`src/rtl/atp_pkg.sv`:
```
`default_nettype none
package atp_pkg;

    localparam int SAMPLE_BITS   = 16;
    localparam int CORDIC_STAGES = 16;
    localparam int ANGLE_ENTRIES = 24;

    // x*x + z*z fits in 2*SAMPLE_BITS unsigned bits
    localparam int SUM_W     = 2 * SAMPLE_BITS;
    // root of (sum << 16): one digit per stage
    localparam int ROOT_BITS = SAMPLE_BITS + 8;
    localparam int REM_W     = ROOT_BITS + 2;
    localparam int CW        = SAMPLE_BITS + 28;
    localparam int ZW        = 26;
    localparam int PITCH_W   = 17;

    localparam int QDEPTH = 4;
    localparam int QPTR_W = 2;
    localparam int QCNT_W = 3;

    localparam logic signed [PITCH_W-1:0] ERROR_PITCH = -17'sd50944;
    localparam logic signed [PITCH_W-1:0] RIGHT_ANGLE = 17'sd23040;

    typedef struct packed {
        logic                          err;
        logic                          zero;
        logic signed [SAMPLE_BITS-1:0] y;
    } atp_meta_t;

    typedef struct packed {
        atp_meta_t         meta;
        logic [SUM_W-1:0]  sum;
    } atp_item_t;

    // atan(2^-i) in degrees, 16 fraction bits
    function automatic logic signed [ZW-1:0] atan_q16(input int idx);
        logic signed [ZW-1:0] a;
        begin
            case (idx)
                0:       a = 26'sd2949120;
                1:       a = 26'sd1740967;
                2:       a = 26'sd919879;
                3:       a = 26'sd466945;
                4:       a = 26'sd234379;
                5:       a = 26'sd117304;
                6:       a = 26'sd58666;
                7:       a = 26'sd29335;
                8:       a = 26'sd14668;
                9:       a = 26'sd7334;
                10:      a = 26'sd3667;
                11:      a = 26'sd1833;
                12:      a = 26'sd917;
                13:      a = 26'sd458;
                14:      a = 26'sd229;
                15:      a = 26'sd115;
                16:      a = 26'sd57;
                17:      a = 26'sd29;
                18:      a = 26'sd14;
                19:      a = 26'sd7;
                20:      a = 26'sd4;
                21:      a = 26'sd2;
                22:      a = 26'sd1;
                default: a = 26'sd0;
            endcase
            return a;
        end
    endfunction

endpackage
`default_nettype wire

```
`src/rtl/atp_queue.sv`:
```
`default_nettype none
module atp_queue (
    input  wire logic                clk,
    input  wire logic                rst_n,
    input  wire logic                q_push,
    input  wire atp_pkg::atp_item_t  q_wdata,
    output logic                     q_full,
    input  wire logic                q_pop,
    output atp_pkg::atp_item_t       q_rdata,
    output logic                     q_empty
);

    atp_pkg::atp_item_t mem [atp_pkg::QDEPTH];
    logic [atp_pkg::QPTR_W-1:0] wr_ptr_reg;
    logic [atp_pkg::QPTR_W-1:0] rd_ptr_reg;
    logic [atp_pkg::QCNT_W-1:0] count_reg;

    assign q_full  = (count_reg == atp_pkg::QCNT_W'(atp_pkg::QDEPTH));
    assign q_empty = (count_reg == '0);
    assign q_rdata = mem[rd_ptr_reg];

    always_ff @(posedge clk or negedge rst_n)
    begin
        if (!rst_n)
        begin
            wr_ptr_reg <= '0;
            rd_ptr_reg <= '0;
            count_reg  <= '0;
        end
        else
        begin
            if (q_push)
                wr_ptr_reg <= wr_ptr_reg + 1'b1;
            if (q_pop)
                rd_ptr_reg <= rd_ptr_reg + 1'b1;
            if (q_push && !q_pop)
                count_reg <= count_reg + 1'b1;
            else if (q_pop && !q_push)
                count_reg <= count_reg - 1'b1;
        end
    end

    always_ff @(posedge clk)
    begin
        if (q_push)
            mem[wr_ptr_reg] <= q_wdata;
    end

    a_count_bound: assert property (@(posedge clk) disable iff (!rst_n)
        count_reg <= atp_pkg::QCNT_W'(atp_pkg::QDEPTH))
        else $error("queue count beyond depth");

    a_count_inc: assert property (@(posedge clk) disable iff (!rst_n)
        (q_push && !q_pop) |=> count_reg == $past(count_reg) + 1'b1)
        else $error("queue count did not rise on push");

    a_count_dec: assert property (@(posedge clk) disable iff (!rst_n)
        (q_pop && !q_push) |=> count_reg == $past(count_reg) - 1'b1)
        else $error("queue count did not fall on pop");

endmodule
`default_nettype wire

```
`config.mk`:
```
export PLATFORM = sky130hd
export DESIGN_NAME = atp_queue
export DESIGN_NICKNAME = d
export VERILOG_FILES = /design/src/rtl/atp_pkg.sv /design/src/rtl/atp_queue.sv
export SDC_FILE = /design/constraint.sdc
export NUM_CORES = 1
export LEC_CHECK = 0
export BUFFER_PORTS_ARGS = -buffer_cell sky130_fd_sc_hd__buf_2
export CAP_MARGIN = 20
export CORE_MARGIN = 2
export CORE_UTILIZATION = 45
export CTS_CLUSTER_DIAMETER = 80
export DETAILED_ROUTE_END_ITERATION = 12
export PLACE_DENSITY = 0.77
export SETUP_SLACK_MARGIN = 0.5
export SLEW_MARGIN = 5
export SYNTH_ARGS = -nofsm -noshare
export SYNTH_HDL_FRONTEND = slang
export SYNTH_SLANG_ARGS = --single-unit
export TNS_END_PERCENT = 30
```
`constraint.sdc`:
```
create_clock -name clk -period 2.74 [get_ports clk]
set_input_delay 0.548 -clock clk [delete_from_list [all_inputs] [get_ports clk]]
set_output_delay 0.548 -clock clk [all_outputs]
set_load 0.01 [all_outputs]
```
==> impl_results.md <==
- RePlAce Congestion: ~0.70
- Final Hold Viols: 0
- Post-synthesis sequential area ratio: 80.59%
- Post-Route WL: 14080 µm
- Max reg flops: 200
- HP Start: q_pop
- I/O Buffers: 105
- Die height: 134.6 µm
- Crit path required time: 2.19 ns
- RR Startpoint: wr_ptr_reg[0]
- Total number of yosys warnings: 0
- Gr usage total: 15.37%
- Vias in the first global route: approximately 3800
- Yosys reg bits: 207
- Net count, final: 500
- Crit path max fanout: 7
- Hold depth: 2
- Synth cell types: 20
- # diodes: 0
- Setup repair after global routing missed its margin: yes
- Clock-pin slew on the worst setup and hold paths: ~0.06 ns
- I/O pins: 106
- Post-Synth XOR/XNOR Area: 0.6852%
- Post-synthesis mux area share: between 10% and 20%
- Final setup violation count: 0
- Period utilization: 90.35%
- Fillers: 1204
- Residual DRC count: 0
- Starting Density: 46.09%
- CP Launch Type: flop
- Deepest clock path buffer count: 3
- VDD IR max: 0.6460 mV
- Hold worst-path end: rd_ptr_reg[0]
- Post-Syn Instances: 296
- Worst setup path startpoint: rd_ptr_reg[0]
- Worst R2R Path Depth: 4
- Share of cells above drive strength 1: between 40% and 50%
- Hold slack: ~0.26 ns
- Largest net degree at the start of global routing: 37
- Placeable Area: 16640 µm²
- Routed Antenna Nets: 0
- Avg Inst Size Synth: 25.91 µm²
- Most common cell after layout, fill and taps aside: edfxtp_1
- Hpwl dp: approximately 8000 µm
- Worst slew margin: 71.97%
- Vias: 3503
- Grt ovf: 0
- Critical path class: reg -> out
- Row count: 47
- Max Clock Skew: 0.01301 ns
- Vias per inst: 5.205
- PD cells: 1121 nW/µm²
- Crit path DAT: 1.93 ns
- Leak: 3.342 nW
- Synthesis-to-finish area growth: 23.88%
- First-pass iteration count of the detailed router: 4
- Max-cap violations: 0
- Worst-margin pin slew: 0.4204 ns
- H-tree levels: 1
- First-pass GRT wire length: 21040 µm
- Initial antenna violation count: 1
- Fmax: 0.4039 GHz
- First DRT Iteration DRCs: 181
- Setup_tns: 0 ns
- Hold crit path type: in -> reg
- Adder-cell share of the synthesized area: under 10%
- Commonest non-fill, non-tap cells in the layout: edfxtp_1, buf_2, mux4_2, clkbuf_16, buf_6
- Die Wd: 134.6 µm
- Status: finished, final reports clean
- Syn nets: 356
- Crit. End Element: output port
- Clk_lat worst skew: 0.49 ns
- CTS tree: done
- Compound-Gate Fraction of Synth Area: 0.06525%
- Sink Count: about 210
- Mapped Area: 7670 µm²
- Wire length per cell: 20.92 µm
- Largest family of logic cells by synthesized area: multiplexers
- Worst reg2reg setup slack: 1.14 ns
- Final slew viol count: 0
- Crit Reg-Reg Endpoint: mem[0][11]
- Num CTS Buffers: 22
- Full die area: 18110 µm²
- Synth Area in Simple Gates: less than 1%
- Final min period: 2.476 ns
- Root Driver: clkbuf_16
-- Yosys cell counts (all sizes together) --
master	number	area, µm²
nor3	1	5.000
o21ai	1	5.000
inv	4	15.01
mux2	1	11.26
clkbuf	1	3.750
nand2	2	7.510
dfrtp	7	175.2
and2	4	25.02
mux4	50	1134
nor3b	1	7.510
xor2	4	35.03
xnor2	2	17.52
ha	5	62.56
fa	1	20.02
edfxtp	200	6006
nor2	1	3.750
buf	11	136.4
-- worst max path at each step --
stage                        to  cells past startpoint  slack [ns]
finish              q_rdata[20]                      4        0.26
global route        q_rdata[20]                      4        0.21
CTS                 q_rdata[45]                      3        0.24
detailed placement  q_rdata[45]                      3        0.49
global placement    q_rdata[45]                      3        0.49
floorplan             mem[2][0]                      3        0.52
-- metal layers --
metal	wire, µm	track usage (%)	vias up
met5	0	0	-
met4	312	3.860	0
met3	857	3.941	30
met2	7341	27.86	111
met1	5569	18.41	1822
li1	-	-	1540
-- worst max-delay path: stages, from the launching register on --
cell	delay, ns
dfrtp_4	0.52
buf_12	0.16
clkbuf_16	0.16
mux4_2	0.43
buf_2	0.16
-- power by group --
| part | switching, mW | internal, mW |
|---|---|---|
| registers | 0.174 | 4.15 |
| clock network | 1.09 | 1.90 |
| logic | 1.59 | 1.74 |
| total | 2.86 | 7.79 |
-- timing repair --
action	CTS	global route
resized for setup	0	19
setup endpoints to repair	50	50
hold buffers	1	0
buffers inserted	3	6
cloned	0	5
hold endpoints to repair	7	0
pin swaps	0	0
-- per-stage QoR --
| step | cell area (µm²) | power, mW | cells | worst slack [ns] | utilization (%) |
|---|---|---|---|---|---|
| 2_1_floorplan | 7670 | 6.295 | 296 | 0.5199 | - |
| 6_report | 9502 | 10.65 | 673 | 0.2643 | 57.09 |
| 5_1_grt | 9502 | 11.14 | 673 | 0.2128 | 57.09 |
| 4_1_cts | 9230 | 10.30 | 662 | 0.2365 | 55.46 |
| 3_5_place_dp | 8456 | 7.227 | 621 | 0.4911 | 50.81 |
| 3_3_place_gp | 8456 | 7.126 | 621 | 0.4943 | 50.81 |
-- layout make-up --
class | instances | area (µm²) | area share, %
sequential | 207 | 6186 | 65.10
inverter | 4 | 15.01 | 0.1580
clock buffer | 29 | 598.1 | 6.294
multi-input combinational | 73 | 1335 | 14.05
tap | 220 | 275.3 | 2.897
clock inverter | 8 | 136.4 | 1.435
timing repair buffer | 132 | 955.9 | 10.06
-- cells by family (layout without fill, tap and decap cells) --
| kind of cell | after synthesis | count (layout) |
|---|---|---|
| AOI/OAI and AO/OA | 1 | 1 |
| xor gates and xnor gates | 6 | 6 |
| adders and majority gates | 6 | 6 |
| buffers and inverters | 16 | 173 |
| DFF | 207 | 207 |
| muxes | 51 | 51 |
| and+or+nand+nor | 9 | 9 |
(Power assumes the default switching activity.)
