`src/rtl/atp_pkg.sv`:
```
`default_nettype none
package atp_pkg;

    localparam int SAMPLE_BITS   = 16;
    localparam int CORDIC_STAGES = 16;
    localparam int ANGLE_ENTRIES = 24;

    // x*x + z*z fits in 2*SAMPLE_BITS unsigned bits
    localparam int SUM_W     = 2 * SAMPLE_BITS;
    // root of (sum << 16): one digit per stage
    localparam int ROOT_BITS = SAMPLE_BITS + 8;
    localparam int REM_W     = ROOT_BITS + 2;
    localparam int CW        = SAMPLE_BITS + 28;
    localparam int ZW        = 26;
    localparam int PITCH_W   = 17;

    localparam int QDEPTH = 4;
    localparam int QPTR_W = 2;
    localparam int QCNT_W = 3;

    localparam logic signed [PITCH_W-1:0] ERROR_PITCH = -17'sd50944;
    localparam logic signed [PITCH_W-1:0] RIGHT_ANGLE = 17'sd23040;

    typedef struct packed {
        logic                          err;
        logic                          zero;
        logic signed [SAMPLE_BITS-1:0] y;
    } atp_meta_t;

    typedef struct packed {
        atp_meta_t         meta;
        logic [SUM_W-1:0]  sum;
    } atp_item_t;

    // atan(2^-i) in degrees, 16 fraction bits
    function automatic logic signed [ZW-1:0] atan_q16(input int idx);
        logic signed [ZW-1:0] a;
        begin
            case (idx)
                0:       a = 26'sd2949120;
                1:       a = 26'sd1740967;
                2:       a = 26'sd919879;
                3:       a = 26'sd466945;
                4:       a = 26'sd234379;
                5:       a = 26'sd117304;
                6:       a = 26'sd58666;
                7:       a = 26'sd29335;
                8:       a = 26'sd14668;
                9:       a = 26'sd7334;
                10:      a = 26'sd3667;
                11:      a = 26'sd1833;
                12:      a = 26'sd917;
                13:      a = 26'sd458;
                14:      a = 26'sd229;
                15:      a = 26'sd115;
                16:      a = 26'sd57;
                17:      a = 26'sd29;
                18:      a = 26'sd14;
                19:      a = 26'sd7;
                20:      a = 26'sd4;
                21:      a = 26'sd2;
                22:      a = 26'sd1;
                default: a = 26'sd0;
            endcase
            return a;
        end
    endfunction

endpackage
`default_nettype wire

```
`src/rtl/atp_front.sv`:
```
`default_nettype none
module atp_front (
    input  wire logic                                    clk,
    input  wire logic                                    rst_n,
    input  wire logic                                    push,
    output logic                                         full,
    input  wire logic signed [atp_pkg::SAMPLE_BITS-1:0]  accel_x_raw,
    input  wire logic signed [atp_pkg::SAMPLE_BITS-1:0]  accel_y_raw,
    input  wire logic signed [atp_pkg::SAMPLE_BITS-1:0]  accel_z_raw,
    input  wire logic                                    read_failed,
    input  wire logic                                    q_full,
    output logic                                         q_push,
    output atp_pkg::atp_item_t                           q_data
);

    logic en;
    logic s1_valid_reg;
    logic s2_valid_reg;
    logic signed [atp_pkg::SUM_W-1:0] xx_prod;
    logic signed [atp_pkg::SUM_W-1:0] zz_prod;
    logic [atp_pkg::SUM_W-1:0] xx_reg;
    logic [atp_pkg::SUM_W-1:0] zz_reg;
    logic [atp_pkg::SUM_W-1:0] sum_reg;
    atp_pkg::atp_meta_t meta1_next;
    atp_pkg::atp_meta_t meta1_reg;
    atp_pkg::atp_meta_t meta2_reg;

    assign en   = !q_full;
    assign full = q_full;

    assign xx_prod = accel_x_raw * accel_x_raw;
    assign zz_prod = accel_z_raw * accel_z_raw;

    always_comb
    begin
        meta1_next.err  = read_failed;
        meta1_next.zero = (accel_x_raw == '0) && (accel_z_raw == '0);
        meta1_next.y    = accel_y_raw;
    end

    always_ff @(posedge clk or negedge rst_n)
    begin
        if (!rst_n)
        begin
            s1_valid_reg <= 1'b0;
            s2_valid_reg <= 1'b0;
        end
        else if (en)
        begin
            s1_valid_reg <= push;
            s2_valid_reg <= s1_valid_reg;
        end
    end

    always_ff @(posedge clk)
    begin
        if (en)
        begin
            xx_reg    <= $unsigned(xx_prod);
            zz_reg    <= $unsigned(zz_prod);
            meta1_reg <= meta1_next;
            sum_reg   <= xx_reg + zz_reg;
            meta2_reg <= meta1_reg;
        end
    end

    assign q_push      = s2_valid_reg && en;
    assign q_data.meta = meta2_reg;
    assign q_data.sum  = sum_reg;

endmodule
`default_nettype wire

```
`config.mk`:
```
export PLATFORM = sky130hd
export DESIGN_NAME = atp_front
export DESIGN_NICKNAME = d
export VERILOG_FILES = /design/src/rtl/atp_pkg.sv /design/src/rtl/atp_front.sv
export SDC_FILE = /design/constraint.sdc
export NUM_CORES = 1
export LEC_CHECK = 0
export BUFFER_PORTS_ARGS = -buffer_cell sky130_fd_sc_hd__buf_2
export CAP_MARGIN = 20
export CORE_ASPECT_RATIO = 1.25
export CORE_MARGIN = 4
export CORE_UTILIZATION = 40
export CTS_BUF_LIST = sky130_fd_sc_hd__clkbuf_16
export DETAILED_ROUTE_END_ITERATION = 16
export SETUP_SLACK_MARGIN = 0.4
export SYNTH_ARGS = -nofsm -noshare
export SYNTH_HDL_FRONTEND = slang
export SYNTH_SLANG_ARGS = --single-unit
```
`constraint.sdc`:
```
create_clock -name clk -period 3.1 [get_ports clk]
set_clock_uncertainty 0.1 [all_clocks]
set_input_delay 0.62 -clock clk [delete_from_list [all_inputs] [get_ports clk]]
set_output_delay 0.62 -clock clk [all_outputs]
set_load 0.03 [all_outputs]
```
==> impl_metrics.toml <==
[cts]
cts_buffers = 17
cts_buffer_depth = 2
clk_pin_slew_worst_paths_ns = 0.06
cts_root_buf = "clkbuf_16"
htreeDepth = 4
cts_tree = "done"
cts_sinks = 132
clock_latency_ns = 0.43

[logic_synthesis]
synth_ff_type = "edfxtp_1"
synth_warnings = 0
ys_types = 66
synthMuxAreaShare_pct = 0.184
synth_top_family_by_area = "adder cells"
syn_area_um2 = 23200
synthAdderAreaFrac_pct = 51.8
seq_area_frac_synth_pct = 17.1
synth.area.top_cells = "fa_1 (40%), edfxtp_1 (17%), ha_1 (11%)"
syn-num-nets = 3011
ys_ff_latch = 132
synthCells = 2280
postSynth.asyncResetShare_pct = 1.52
avgSynthCellArea_um2 = 10.2
yosysTopAreaCell = "fa_1"
synth_edf_count = 130
synth_compound_area_share_pct = 5.97
synth_top_area_share_pct = 40.4
yosys.area_share.simple_pct = 9.15
synthXorXnorAreaFrac_pct = 4.31

[detailed_routing]
dr.pass1.iters = 5
drc_errors = 0
vias = 17600
first_iter_violations = 610
route.met2.wl_um = 32500
drt.antenna.violating_nets = 0
met1_length_um = 21700
dr_wl_met3_um = 2060
highest_layer = "met4"
viasPerCell = 4.83
wl_per_cell_um = 16.2
finalWirelength_um = 59200

[finish]
largest_reg_flops = 32
fin_nets = 3621
drive_above_1_share_pct = 39.4
area_growth_pct = 41.5
final_common_cell = "inv_1"
layout_common_cells = "inv_1 (582), fa_1 (436), buf_4 (425)"

[setup_path]
r2r-start = "xx_reg[13]$_DFFE_PN_"
cp-start-kind = "input pin"
ff2ff_path_depth = 11
crit_type = "in -> reg"
r2r_slack_ns = 0.12
cp.arrival_ns = 6.08
critPathCaptureType = "register"
cp_max_fo = 5
required_ns = 3.29
regToRegEndpoint = "sum_reg[28]$_DFFE_PN_"

[timing]
worstMarginPinSlew_ns = 0.730
min_period_ns = 5.90
finalSetupViolCount = 53
grt_setup_unrepaired = "true"
layout_setup_ws_ns = -2.80
hold_viol = 0
fmax_ghz = 0.170
timing.hold.ws_ns = 0.265
slew_viol_final = 0
slew_headroom_pct = 51.2
fin_crit_sh_pct = 190

[worst_hold_path]
holdPathEnd = "meta1_reg[11]$_DFFE_PN_"
min_path_cells = 1
min_from = "accel_y_raw[11]"
hold_path.class = "in -> reg"

[global_route]
grt_util_all_layers_pct = 19.3
grt_max_degree = 31
overflow = 0
grt_pass1_vias = 20100
grt_pass1_wl_um = 96600
antenna_found_initial = 0

[outcome]
violations = "negative setup slack"
status = "complete, but fails checks"

[die]
die_h_um = 277
die_x_um = 223
dieArea_um2 = 61900
rows = 98
initial_utilization_pct = 40.5
io-pin-count = 105
core_um2 = 57300

[run]
max_cap_violations = 0

[placed_design]
place.gp.congestion = 0.881
hpwl_um = 47900
io_buffers = 104
==> cells in the mapped netlist (11+ instances only) <==
master    count
a21o_1       18
inv_1       661
nand2_1     168
ha_1        210
and2_1       79
xor2_1       27
a21oi_1      54
nand3_1      16
fa_1        468
nor2b_1      14
nand2b_1     13
edfxtp_1    130
clkbuf_1     48
nor4_1       13
o21ai_0      20
xnor2_1      87
o21ai_1      11
nor3_1       20
nor2_1       93
==> stage by stage <==
stage	cells	utilization (%)	setup TNS, ns	area (um2)	worst slack (ns)
2_1_floorplan	2280	-	-118.39	24600	-3.08
3_3_place_gp	3496	50.1	-147.00	28700	-3.46
3_5_place_dp	3496	50.1	-148.95	28700	-3.49
4_1_cts	3606	55.1	-111.70	31600	-2.79
5_1_grt	3653	57.2	-121.32	32800	-2.92
6_report	3654	57.2	-114.62	32800	-2.80
==> per-layer routing <==
metal	up-vias	GRT usage, %
li1	8145	-
met1	9027	21.9
met2	342	36.8
met3	120	2.23
met4	0	7.56
met5	-	0
==> how the worst max path moves through the flow <==
stage	startpoint	to	slack, ns	depth (start not counted)
after floorplan	accel_x_raw[15]	xx_reg[30]$_DFFE_PN_	-3.08	20
after global placement	accel_z_raw[1]	zz_reg[30]$_DFFE_PN_	-3.46	20
after detailed placement	accel_z_raw[1]	zz_reg[30]$_DFFE_PN_	-3.49	20
after CTS	accel_z_raw[1]	zz_reg[29]$_DFFE_PN_	-2.79	19
after global routing	accel_x_raw[7]	xx_reg[25]$_DFFE_PN_	-2.92	23
final	accel_z_raw[1]	zz_reg[30]$_DFFE_PN_	-2.80	20
==> kinds of logic (layout without fill, tap and decap cells) <==
group | count (synthesis) | in the layout
DFF | 132 | 132
other | 0 | 1
buffers and inverters | 712 | 1335
muxes | 4 | 4
xor gates and xnor gates | 114 | 114
AOI/OAI and AO/OA | 192 | 192
adders and majority gates | 678 | 678
and+or+nand+nor | 448 | 448
==> timing repair <==
item / 4_1_cts / 5_1_grt
buffers inserted: 74 / 43
setup endpoints to repair: 63 / 64
hold endpoints to repair: 2 / 0
resized for setup: 390 / 169
cloned: 3 / 4
pin swaps: 184 / 127
hold buffers: 1 / 0
==> final cells by class <==
cell class / instances / area, um2
fillers: 4701 / 24500
inverters: 661 / 2500
repair buffers: 642 / 5620
clock buffers: 17 / 425
well taps: 750 / 938
diodes: 1 / 2.50
multi-input cells: 1436 / 19200
clock inverters: 15 / 170
flip-flops and latches: 132 / 3950
==> critical path: stages <==
cell and delay (ns):
buf_12 0.11, and2_4 0.16, fa_1 0.54, inv_2 0.05
fa_2 0.54, fa_2 0.46, fa_1 0.55, inv_2 0.04
fa_2 0.53, fa_2 0.45, ha_4 0.25, and4_4 0.15
buf_4 0.13, buf_4 0.12, and3_1 0.17, a32o_2 0.28
o41ai_4 0.30, a211oi_2 0.13, or4_1 0.41, nand4_1 0.09
Power is left out: the tool's default activity adds up to more than one toggle a clock period on the data nets, which glitch-free logic cannot reach.
